<file path="src/hdl/mde_pkg.sv">
// shared types and constants for the multiset draw enumerator
// no dependencies
package mde_pkg;

  typedef enum logic [1:0] {
    MODE_CLEAR = 2'd0,
    MODE_LOAD  = 2'd1,
    MODE_DRAW  = 2'd2,
    MODE_NONE  = 2'd3
  } mode_t;

  typedef struct packed {
    logic [1:0] mode;
    logic [5:0] type_count;
  } in_item_t;

  typedef struct packed {
    logic [47:0] drawn_counts;
    logic [58:0] ways;
    logic [58:0] total_ways;
    logic        exhausted;
    logic        overflow;
  } out_item_t;

  typedef enum logic [1:0] {
    PH_IDLE = 2'd0,
    PH_RUN  = 2'd1,
    PH_DONE = 2'd2
  } phase_t;

  typedef enum logic [3:0] {
    ST_IDLE,
    ST_INIT,
    ST_FILL,
    ST_SCAN,
    ST_BINOM,
    ST_BWAIT,
    ST_NEXT,
    ST_OUT,
    ST_EXH
  } state_t;

  typedef enum logic [1:0] {
    BIN_IDLE,
    BIN_MUL,
    BIN_DIV
  } bin_state_t;

  typedef enum logic [2:0] {
    CMD_NONE,
    CMD_INIT,
    CMD_FILL,
    CMD_SCAN,
    CMD_BSTART,
    CMD_BTAKE,
    CMD_NEXT
  } cmd_op_t;

  typedef struct packed {
    cmd_op_t op;
    logic    out_draw;
    logic    out_exh;
  } cmd_t;

  typedef struct packed {
    logic fill_done;
    logic scan_done;
    logic scan_found;
    logic binom_done;
    logic types_done;
  } status_t;

  localparam int CNT_W = 6;
  localparam int WIDE_W = 64;

endpackage

</file>
<file path="src/hdl/mde_binom.sv">
// iterative binomial unit, one multiply per factor, then one divide bit per cycle
// result is seed times n choose k; depends on mde_pkg
module mde_binom
  import mde_pkg::*;
(
  input  logic              clk,
  input  logic              rst,
  input  logic              start,
  input  logic [CNT_W-1:0]  n,
  input  logic [CNT_W-1:0]  k,
  input  logic [WIDE_W-1:0] seed,
  output logic              done,
  output logic [WIDE_W-1:0] result
);

  bin_state_t        st, st_next;
  logic              done_next;
  logic [CNT_W-1:0]  nn;
  logic [CNT_W-1:0]  kk;
  logic [CNT_W-1:0]  i;
  logic [WIDE_W-1:0] c;
  logic [WIDE_W-1:0] num;
  logic [WIDE_W-1:0] rem;
  logic [WIDE_W-1:0] quo;
  logic [5:0]        bit_cnt;
  logic [CNT_W-1:0]  ksym;
  logic [WIDE_W-1:0] rem_sh;
  logic [WIDE_W-1:0] divisor;
  logic              quo_bit;
  logic [WIDE_W-1:0] quo_sh;
  logic              last_factor;

  assign ksym        = (k > n - k) ? n - k : k;
  assign rem_sh      = {rem[WIDE_W-2:0], num[bit_cnt]};
  assign divisor     = WIDE_W'(i) + WIDE_W'(1);
  assign quo_bit     = (rem_sh >= divisor);
  assign quo_sh      = {quo[WIDE_W-2:0], quo_bit};
  assign last_factor = (i + 1'b1 == kk);
  assign result      = c;

  always_ff @(posedge clk) begin
    if (rst) begin
      st <= BIN_IDLE;
    end else begin
      st <= st_next;
    end
  end

  always_comb begin
    st_next   = st;
    done_next = 1'b0;
    unique case (st)
      BIN_IDLE: begin
        if (start) begin
          if (k > n || ksym == '0) done_next = 1'b1;
          else st_next = BIN_MUL;
        end
      end
      BIN_MUL: st_next = BIN_DIV;
      BIN_DIV: begin
        if (bit_cnt == '0) begin
          if (last_factor) begin
            st_next   = BIN_IDLE;
            done_next = 1'b1;
          end else st_next = BIN_MUL;
        end
      end
      default: st_next = BIN_IDLE;
    endcase
  end

  always_ff @(posedge clk) begin
    if (rst) begin
      done <= 1'b0;
    end else begin
      done <= done_next;
      unique case (st)
        BIN_IDLE: begin
          if (start) begin
            nn <= n;
            kk <= ksym;
            i  <= '0;
            c  <= (k > n) ? '0 : seed;
          end
        end
        BIN_MUL: begin
          num     <= c * WIDE_W'(nn - i);
          rem     <= '0;
          quo     <= '0;
          bit_cnt <= 6'(WIDE_W - 1);
        end
        BIN_DIV: begin
          rem <= quo_bit ? rem_sh - divisor : rem_sh;
          quo <= quo_sh;
          if (bit_cnt == '0) begin
            c <= quo_sh;
            i <= i + 1'b1;
          end else begin
            bit_cnt <= bit_cnt - 1'b1;
          end
        end
        default: ;
      endcase
    end
  end

endmodule

</file>
<file path="src/hdl/mde_datapath.sv">
// deck, odometer, binomial product and result registers
// depends on mde_pkg and mde_binom
module mde_datapath
  import mde_pkg::*;
#(
  parameter int MAX_TYPES  = 8,
  parameter int CARD_LIMIT = 62
) (
  input  logic       clk,
  input  logic       rst,
  input  logic       start_ok,
  input  in_item_t   in_item,
  input  logic       cfg_we,
  input  logic [5:0] cfg_data,
  input  cmd_t       cmd,
  output status_t    status,
  output phase_t     phase,
  output out_item_t  result,
  output logic       result_valid
);

  localparam int IDX_W = $clog2(MAX_TYPES + 1);
  localparam int AW    = (MAX_TYPES > 1) ? $clog2(MAX_TYPES) : 1;

  logic [CNT_W-1:0]  deck [MAX_TYPES];
  logic [CNT_W-1:0]  odo  [MAX_TYPES];
  logic [IDX_W-1:0]  type_total;
  logic [CNT_W-1:0]  card_total;
  logic [CNT_W-1:0]  draw_size;
  logic              ovf;
  logic [WIDE_W-1:0] denom;
  logic [WIDE_W-1:0] ways;
  logic [IDX_W-1:0]  ptr;
  logic [IDX_W-1:0]  fill_base;
  logic [CNT_W-1:0]  amount;
  logic [CNT_W-1:0]  suffix;
  logic              denom_pass;
  logic              bstart;
  logic [CNT_W-1:0]  bn;
  logic [CNT_W-1:0]  bk;
  logic [WIDE_W-1:0] bseed;
  logic              bdone;
  logic [WIDE_W-1:0] bres;
  logic [CNT_W-1:0]  take;
  logic [CNT_W-1:0]  dcur;
  logic [CNT_W-1:0]  ocur;
  logic [CNT_W:0]    load_sum;
  logic [CNT_W-1:0]  nclamp;
  logic [47:0]       packed_cnt;

  assign dcur     = deck[AW'(ptr - 1'b1)];
  assign ocur     = odo[AW'(ptr - 1'b1)];
  assign take     = (dcur < amount) ? dcur : amount;
  assign load_sum = {1'b0, card_total} + {1'b0, in_item.type_count};
  assign nclamp   = (draw_size < card_total) ? draw_size : card_total;
  assign bstart   = (cmd.op == CMD_BSTART);
  assign bn       = denom_pass ? card_total : deck[AW'(ptr)];
  assign bk       = denom_pass ? nclamp : odo[AW'(ptr)];
  assign bseed    = denom_pass ? WIDE_W'(1) : ways;

  always_comb begin
    packed_cnt = '0;
    for (int j = 0; j < MAX_TYPES; j++) begin
      if (j * 6 < 48 && IDX_W'(j) < type_total) packed_cnt[(j*6)%48 +: 6] = odo[j];
    end
  end

  assign status.fill_done  = (ptr == fill_base);
  assign status.scan_done  = (ptr == '0);
  assign status.scan_found = (ptr != '0) && (suffix != '0) && (ocur < dcur);
  assign status.binom_done = bdone;
  assign status.types_done = !denom_pass && (ptr >= type_total);

  mde_binom u_binom (
    .clk    (clk),
    .rst    (rst),
    .start  (bstart),
    .n      (bn),
    .k      (bk),
    .seed   (bseed),
    .done   (bdone),
    .result (bres)
  );

  always_ff @(posedge clk) begin
    if (rst) begin
      type_total   <= '0;
      card_total   <= '0;
      draw_size    <= 6'd2;
      ovf          <= 1'b0;
      phase        <= PH_IDLE;
      result_valid <= 1'b0;
      for (int j = 0; j < MAX_TYPES; j++) odo[j] <= '0;
    end else begin
      result_valid <= 1'b0;
      if (cfg_we) begin
        draw_size <= cfg_data;
        phase     <= PH_IDLE;
        for (int j = 0; j < MAX_TYPES; j++) odo[j] <= '0;
      end
      if (start_ok && (in_item.mode == MODE_CLEAR || in_item.mode == MODE_LOAD)) begin
        phase <= PH_IDLE;
        for (int j = 0; j < MAX_TYPES; j++) odo[j] <= '0;
        if (in_item.mode == MODE_CLEAR) begin
          type_total <= '0;
          card_total <= '0;
        end else if (in_item.type_count != '0 && type_total < IDX_W'(MAX_TYPES)) begin
          if (load_sum > (CNT_W+1)'(CARD_LIMIT)) begin
            ovf <= 1'b1;
          end else begin
            deck[AW'(type_total)] <= in_item.type_count;
            type_total <= type_total + 1'b1;
            card_total <= load_sum[CNT_W-1:0];
          end
        end
      end
      unique case (cmd.op)
        CMD_INIT: begin
          ptr        <= type_total;
          fill_base  <= '0;
          amount     <= nclamp;
          suffix     <= '0;
          denom_pass <= (phase == PH_IDLE);
          ways       <= WIDE_W'(1);
          if (phase == PH_IDLE) phase <= PH_RUN;
        end
        CMD_FILL: begin
          odo[AW'(ptr - 1'b1)] <= take;
          amount <= amount - take;
          ptr    <= ptr - 1'b1;
        end
        CMD_SCAN: begin
          if (status.scan_found) begin
            odo[AW'(ptr - 1'b1)] <= ocur + 1'b1;
            amount    <= suffix - 1'b1;
            fill_base <= ptr;
            for (int j = 0; j < MAX_TYPES; j++) begin
              if (IDX_W'(j) >= ptr && IDX_W'(j) < type_total) odo[j] <= '0;
            end
            ptr <= type_total;
          end else if (ptr == '0) begin
            phase <= PH_DONE;
          end else begin
            suffix <= suffix + ocur;
            ptr    <= ptr - 1'b1;
          end
        end
        CMD_NEXT: begin
          ptr    <= '0;
          suffix <= '0;
        end
        CMD_BTAKE: begin
          if (denom_pass) begin
            denom      <= bres;
            denom_pass <= 1'b0;
          end else begin
            ways <= bres;
            ptr  <= ptr + 1'b1;
          end
        end
        default: ;
      endcase
      if (cmd.out_draw || cmd.out_exh) begin
        result_valid        <= 1'b1;
        result.drawn_counts <= cmd.out_draw ? packed_cnt : '0;
        result.ways         <= cmd.out_draw ? ways[58:0] : '0;
        result.total_ways   <= cmd.out_draw ? denom[58:0] : '0;
        result.exhausted    <= cmd.out_exh;
        result.overflow     <= ovf;
      end
    end
  end

endmodule

</file>
<file path="src/hdl/mde_ctrl.sv">
// controller state machine for draw requests
// depends on mde_pkg
module mde_ctrl
  import mde_pkg::*;
(
  input  logic    clk,
  input  logic    rst,
  input  logic    start_ok,
  input  logic    is_draw,
  input  phase_t  phase,
  input  status_t status,
  output cmd_t    cmd,
  output logic    busy
);

  state_t st, st_next;
  logic   from_idle;
  logic   from_idle_next;

  always_ff @(posedge clk) begin
    if (rst) begin
      st        <= ST_IDLE;
      from_idle <= 1'b0;
    end else begin
      st        <= st_next;
      from_idle <= from_idle_next;
    end
  end

  always_comb begin
    st_next        = st;
    from_idle_next = from_idle;
    cmd            = '{op: CMD_NONE, out_draw: 1'b0, out_exh: 1'b0};
    busy           = (st != ST_IDLE);
    unique case (st)
      ST_IDLE: begin
        if (start_ok && is_draw) begin
          priority if (phase == PH_DONE) st_next = ST_EXH;
          else begin
            st_next        = ST_INIT;
            from_idle_next = (phase == PH_IDLE);
          end
        end
      end
      ST_INIT: begin
        cmd.op  = CMD_INIT;
        st_next = from_idle ? ST_FILL : ST_SCAN;
      end
      ST_FILL: begin
        if (status.fill_done) begin
          cmd.op  = CMD_NEXT;
          st_next = ST_BINOM;
        end else cmd.op = CMD_FILL;
      end
      ST_SCAN: begin
        cmd.op = CMD_SCAN;
        if (status.scan_found) st_next = ST_FILL;
        else if (status.scan_done) st_next = ST_EXH;
      end
      ST_BINOM: begin
        if (status.types_done) st_next = ST_OUT;
        else begin
          cmd.op  = CMD_BSTART;
          st_next = ST_BWAIT;
        end
      end
      ST_BWAIT: begin
        if (status.binom_done) begin
          cmd.op  = CMD_BTAKE;
          st_next = ST_BINOM;
        end
      end
      ST_OUT: begin
        cmd.out_draw = 1'b1;
        st_next      = ST_IDLE;
      end
      ST_EXH: begin
        cmd.out_exh = 1'b1;
        st_next     = ST_IDLE;
      end
      default: st_next = ST_IDLE;
    endcase
  end

endmodule

</file>
<file path="src/hdl/multiset_draw_enumerator.sv">
// top level of the multiset draw enumerator
// depends on mde_pkg, mde_ctrl, mde_datapath
//
//  channel   signals                  transfer
//  command   start, busy, cmd         start high and busy low
//  config    cfg_we, cfg_data         cfg_we high
//  result    result_valid, result     one cycle strobe
//
// clear and load keep busy low and give no result
// a draw request steps the odometer, then, unless it is exhausted, runs one
// binomial per type, plus the total on the first draw, one multiply and a
// bit-serial divide per factor; busy high throughout
// rst is synchronous; results cannot be stalled
module multiset_draw_enumerator
  import mde_pkg::*;
#(
  parameter int MAX_TYPES  = 8,
  parameter int CARD_LIMIT = 62
) (
  input  logic       clk,
  input  logic       rst,
  input  logic       start,
  output logic       busy,
  input  in_item_t   cmd,
  input  logic       cfg_we,
  input  logic [5:0] cfg_data,
  output logic       result_valid,
  output out_item_t  result
);

  cmd_t    ctl;
  status_t status;
  phase_t  phase;
  logic    start_ok;

  assign start_ok = start && !busy;

  mde_ctrl u_ctrl (
    .clk      (clk),
    .rst      (rst),
    .start_ok (start_ok),
    .is_draw  (cmd.mode == MODE_DRAW),
    .phase    (phase),
    .status   (status),
    .cmd      (ctl),
    .busy     (busy)
  );

  mde_datapath #(
    .MAX_TYPES  (MAX_TYPES),
    .CARD_LIMIT (CARD_LIMIT)
  ) u_dp (
    .clk          (clk),
    .rst          (rst),
    .start_ok     (start_ok),
    .in_item      (cmd),
    .cfg_we       (cfg_we),
    .cfg_data     (cfg_data),
    .cmd          (ctl),
    .status       (status),
    .phase        (phase),
    .result       (result),
    .result_valid (result_valid)
  );

endmodule

</file>
<file path="config.mk">
export PLATFORM = sky130hd
export DESIGN_NAME = multiset_draw_enumerator
export DESIGN_NICKNAME = d
export VERILOG_FILES = /design/src/hdl/mde_pkg.sv /design/src/hdl/mde_binom.sv /design/src/hdl/mde_datapath.sv /design/src/hdl/mde_ctrl.sv /design/src/hdl/multiset_draw_enumerator.sv
export SDC_FILE = /design/constraint.sdc
export NUM_CORES = 2
export LEC_CHECK = 0
export BUFFER_PORTS_ARGS = -buffer_cell sky130_fd_sc_hd__buf_2
export CAP_MARGIN = 15
export CORE_MARGIN = 2
export CORE_UTILIZATION = 50
export CTS_BUF_LIST = sky130_fd_sc_hd__clkbuf_8 sky130_fd_sc_hd__clkbuf_16
export DETAILED_ROUTE_END_ITERATION = 10
export GPL_TIMING_DRIVEN = 0
export PLACE_DENSITY = 0.67
export SLEW_MARGIN = 20
export SYNTH_ARGS = -nofsm -noshare
export SYNTH_HDL_FRONTEND = slang
export SYNTH_SLANG_ARGS = --single-unit
</file>
<file path="constraint.sdc">
create_clock -name clk -period 17.9 [get_ports clk]
set_clock_uncertainty 0.05 [all_clocks]
set_input_delay 1.79 -clock clk [delete_from_list [all_inputs] [get_ports clk]]
set_output_delay 1.79 -clock clk [all_outputs]
set_load 0.005 [all_outputs]
</file>
==> results.yml <==
routing:
  first_pass_iters: 5
  vias: 31240
  ant_nets: 0
  finalWirelength_um: 115000
  post_drt_wl_per_cell_um: 20.2
  vias_per_cell: 5.50
  drt_iter0_markers: 2362
  post-route-drc-count: 0
logic_synthesis:
  synth.top_cells.by_area: "edfxtp_1 (43%), fa_1 (13%), ha_1 (5.6%), and2_1 (5.5%), inv_1 (4.1%)"
  synth_top_cell_area_share_pct: 43.2
  avgSynthCellArea_um2: 11.4
  synth.distinct_cells: 94
  yosysSeqAreaShare_pct: 45.3
  synth_top_cell_by_area: "edfxtp_1"
  synth_seq_cells: 717
  ys_warn_count: 0
  synth_edf_count: 668
  syn_area_um2: 46400
  syn_nets: 4598
  netlist_top_cells_count: "edfxtp_1 (668), inv_1 (511), and2_1 (408)"
  dominantRegCellSynth: "edfxtp_1"
  syn_inst: 4075
  yosysMostFrequentCell: "edfxtp_1"
  async_flop_share_pct: 0
floorplanning:
  core_area_um2: 91800
  die_h_um: 309
  dieArea_um2: 95300
  rows: 111
  fp.dieW_um: 309
  start_util_pct: 50.5
  pin_count: 188
finish:
  layout-drive-gt1-share_pct: 11.0
  fin_nets: 4896
  utilization_pct: 56.7
  syn_to_final_growth_pct: 12.2
clock_tree:
  cts_buffers: 79
  cts_tree: "built"
  clk_latency_ns: 0.67
  cts_hold_buffers: 0
  cts.sinks: 717
  cts_buffer_depth: 3
  postCtsSetupBuffers: 0
  clockRootBuffer: "clkbuf_16"
  cts-resized-gates: 0
  cts-htree-levels: 3
  clk_pin_slew_worst_paths_ns: 0.06
worst_setup_path:
  crit_top_cell: "fa_1"
  max_stage_delay_ns: 0.69
  worst_path_max_delay_cell: "xor2_2"
  cp_data_required_time_ns: 18.23
  cp_max_fo: 10
  criticalPathCategory: "register to register"
  path_buf_inv: 5
  arrival_ns: 9.58
  rrSetupSlack_ns: 8.65
  r2r_cells: 27
  r2r_end: "u_dp.u_binom.num[60]"
  worstSetupEndpointType: "register"
  regToRegStartpoint: "u_dp.u_binom.i[0]"
  cp-start-kind: "register"
  path_delay_family: "adder cells"
global_routing:
  grt_pass1_vias: 31758
  grt_pass1_wl_um: 180000
  grtUsageTotal_pct: 24.5
  grt_overflow: 0
  grt_max_degree: 54
  grt_antenna_before_repair: 6
sta:
  fin_crit_sh_pct: 51.7
  fin_crit_ns: 9.25
  fmax_mhz: 108
  slew_headroom_pct: 23.2
  rsz0062_at_grt: "no"
  finalSetupViolations: 0
  tightestPinTransition_ns: 1.15
  hold_slack_ns: 0.463
  hold_viol_final: 0
  slew_violations: 0
worst_hold_path:
  hold_class: "register to register"
  worst_hold_path.endpoint: "u_dp.odo[5][2]"
  hp-start: "u_dp.odo[5][2]"
  hold_depth: 2
place:
  place_congestion: 0.913
  port_buffers: 185
  hpwlAfterDp_um: 86800
job:
  maxCapViolations: 0
status:
  status: "finished clean"
==> worst max-delay path by stage <==
| stage | startpoint | end | slack (ns) | depth (start not counted) |
|---|---|---|---|---|
| 6_report | u_dp.u_binom.i[0] | u_dp.u_binom.num[60] | 8.65 | 27 |
| 5_1_grt | u_dp.u_binom.i[0] | u_dp.u_binom.num[60] | 8.27 | 27 |
| 4_1_cts | u_dp.u_binom.i[0] | u_dp.u_binom.num[60] | 8.68 | 27 |
| 3_5_place_dp | u_dp.u_binom.i[0] | u_dp.u_binom.num[60] | 8.70 | 27 |
| 3_3_place_gp | u_dp.ptr[0] | u_dp.u_binom.result[18] | -5.08 | 10 |
| 2_1_floorplan | u_dp.ptr[0] | u_dp.u_binom.i[0] | 3.87 | 10 |
==> layout make-up <==
class	instances	area, um2
flip-flops and latches	717	21000
diodes	2	5.00
inverters	513	1930
repair buffers	217	1340
fillers	7767	39700
clock buffers	84	2060
well taps	1243	1560
multi-input cells	2671	22800
clock inverters	59	631
plain buffers	174	693
==> cells by family after synthesis <==
group | count (synthesis) | synth area share, %
xor+xnor | 162 | 3.06
flops | 717 | 45.3
simple gates | 1360 | 15.8
mux | 108 | 3.85
buf+inv | 687 | 5.63
compound gates | 536 | 7.83
fa+ha+maj | 505 | 18.5
==> registers in the layout (all words and copies together), names as in the netlist, 48 cells and up, named ones only <==
signal	count
u_dp.deck	48
u_dp.denom	59
u_dp.odo	48
u_dp.result	168
u_dp.u_binom.num	64
u_dp.u_binom.quo	63
u_dp.u_binom.rem	63
u_dp.u_binom.result	64
u_dp.ways	64
==> stage by stage <==
stage / worst slack (ns) / instances / TNS (ns) / cell area [um2]
after floorplan: 3.87 / 4075 / 0 / 46400
after global placement: -5.08 / 5503 / -354.95 / 48900
after CTS: 8.68 / 5678 / 0 / 52100
final: 8.65 / 5680 / 0 / 52100
after detailed placement: 8.70 / 5535 / 0 / 49400
after global routing: 8.27 / 5678 / 0 / 52100
==> per-layer routing <==
| metal | vias to the layer above | part of all wire [%] | GRT usage, % |
|---|---|---|---|
| met1 | 15536 | 41 | 31.2 |
| met4 | 2 | 4.5 | 10.6 |
| met2 | 909 | 49 | 41.6 |
| met5 | - | 0.011 | 0 |
| li1 | 14537 | - | - |
| met3 | 256 | 5.2 | 3.88 |
==> layout by cell type (no fill, tap or decap), drive strengths merged, types with 18 or more instances in the layout <==
master    n
nor2    251
nand3    56
or2      21
nor2b   127
and3     94
nor4     18
nand2b   43
ha      206
nand2   212
clkinv   28
clkbuf  242
mux2i    44
fa      299
a21o    110
and2    409
o211ai   18
xor2     58
mux4     55
inv     527
buf     233
a211oi   22
nor3     50
nand4    18
xnor2   104
o21ai    79
edfxtp  668
a21oi   155
dfxtp    49
==> worst register-to-register path, stage by stage (launching register included) <==
cell,delay (ns)
edfxtp_1,0.53
ha_1,0.28
fa_1,0.48
nor2b_1,0.13
o21ai_0,0.08
nand2b_1,0.14
xor2_2,0.70
clkbuf_1,0.47
clkbuf_1,0.55
nand2_1,0.18
fa_1,0.52
fa_1,0.56
inv_1,0.06
fa_1,0.54
inv_1,0.06
fa_1,0.53
inv_1,0.04
ha_1,0.34
o211ai_1,0.13
o211ai_1,0.14
a221o_1,0.40
o41ai_4,0.49
o21ai_0,0.30
a31o_2,0.34
a21o_1,0.20
a31o_2,0.28
a31oi_1,0.26
o311ai_0,0.17
Power is not shown: default switching activity piles up to over one toggle a cycle in this logic, so the estimate is an artifact.
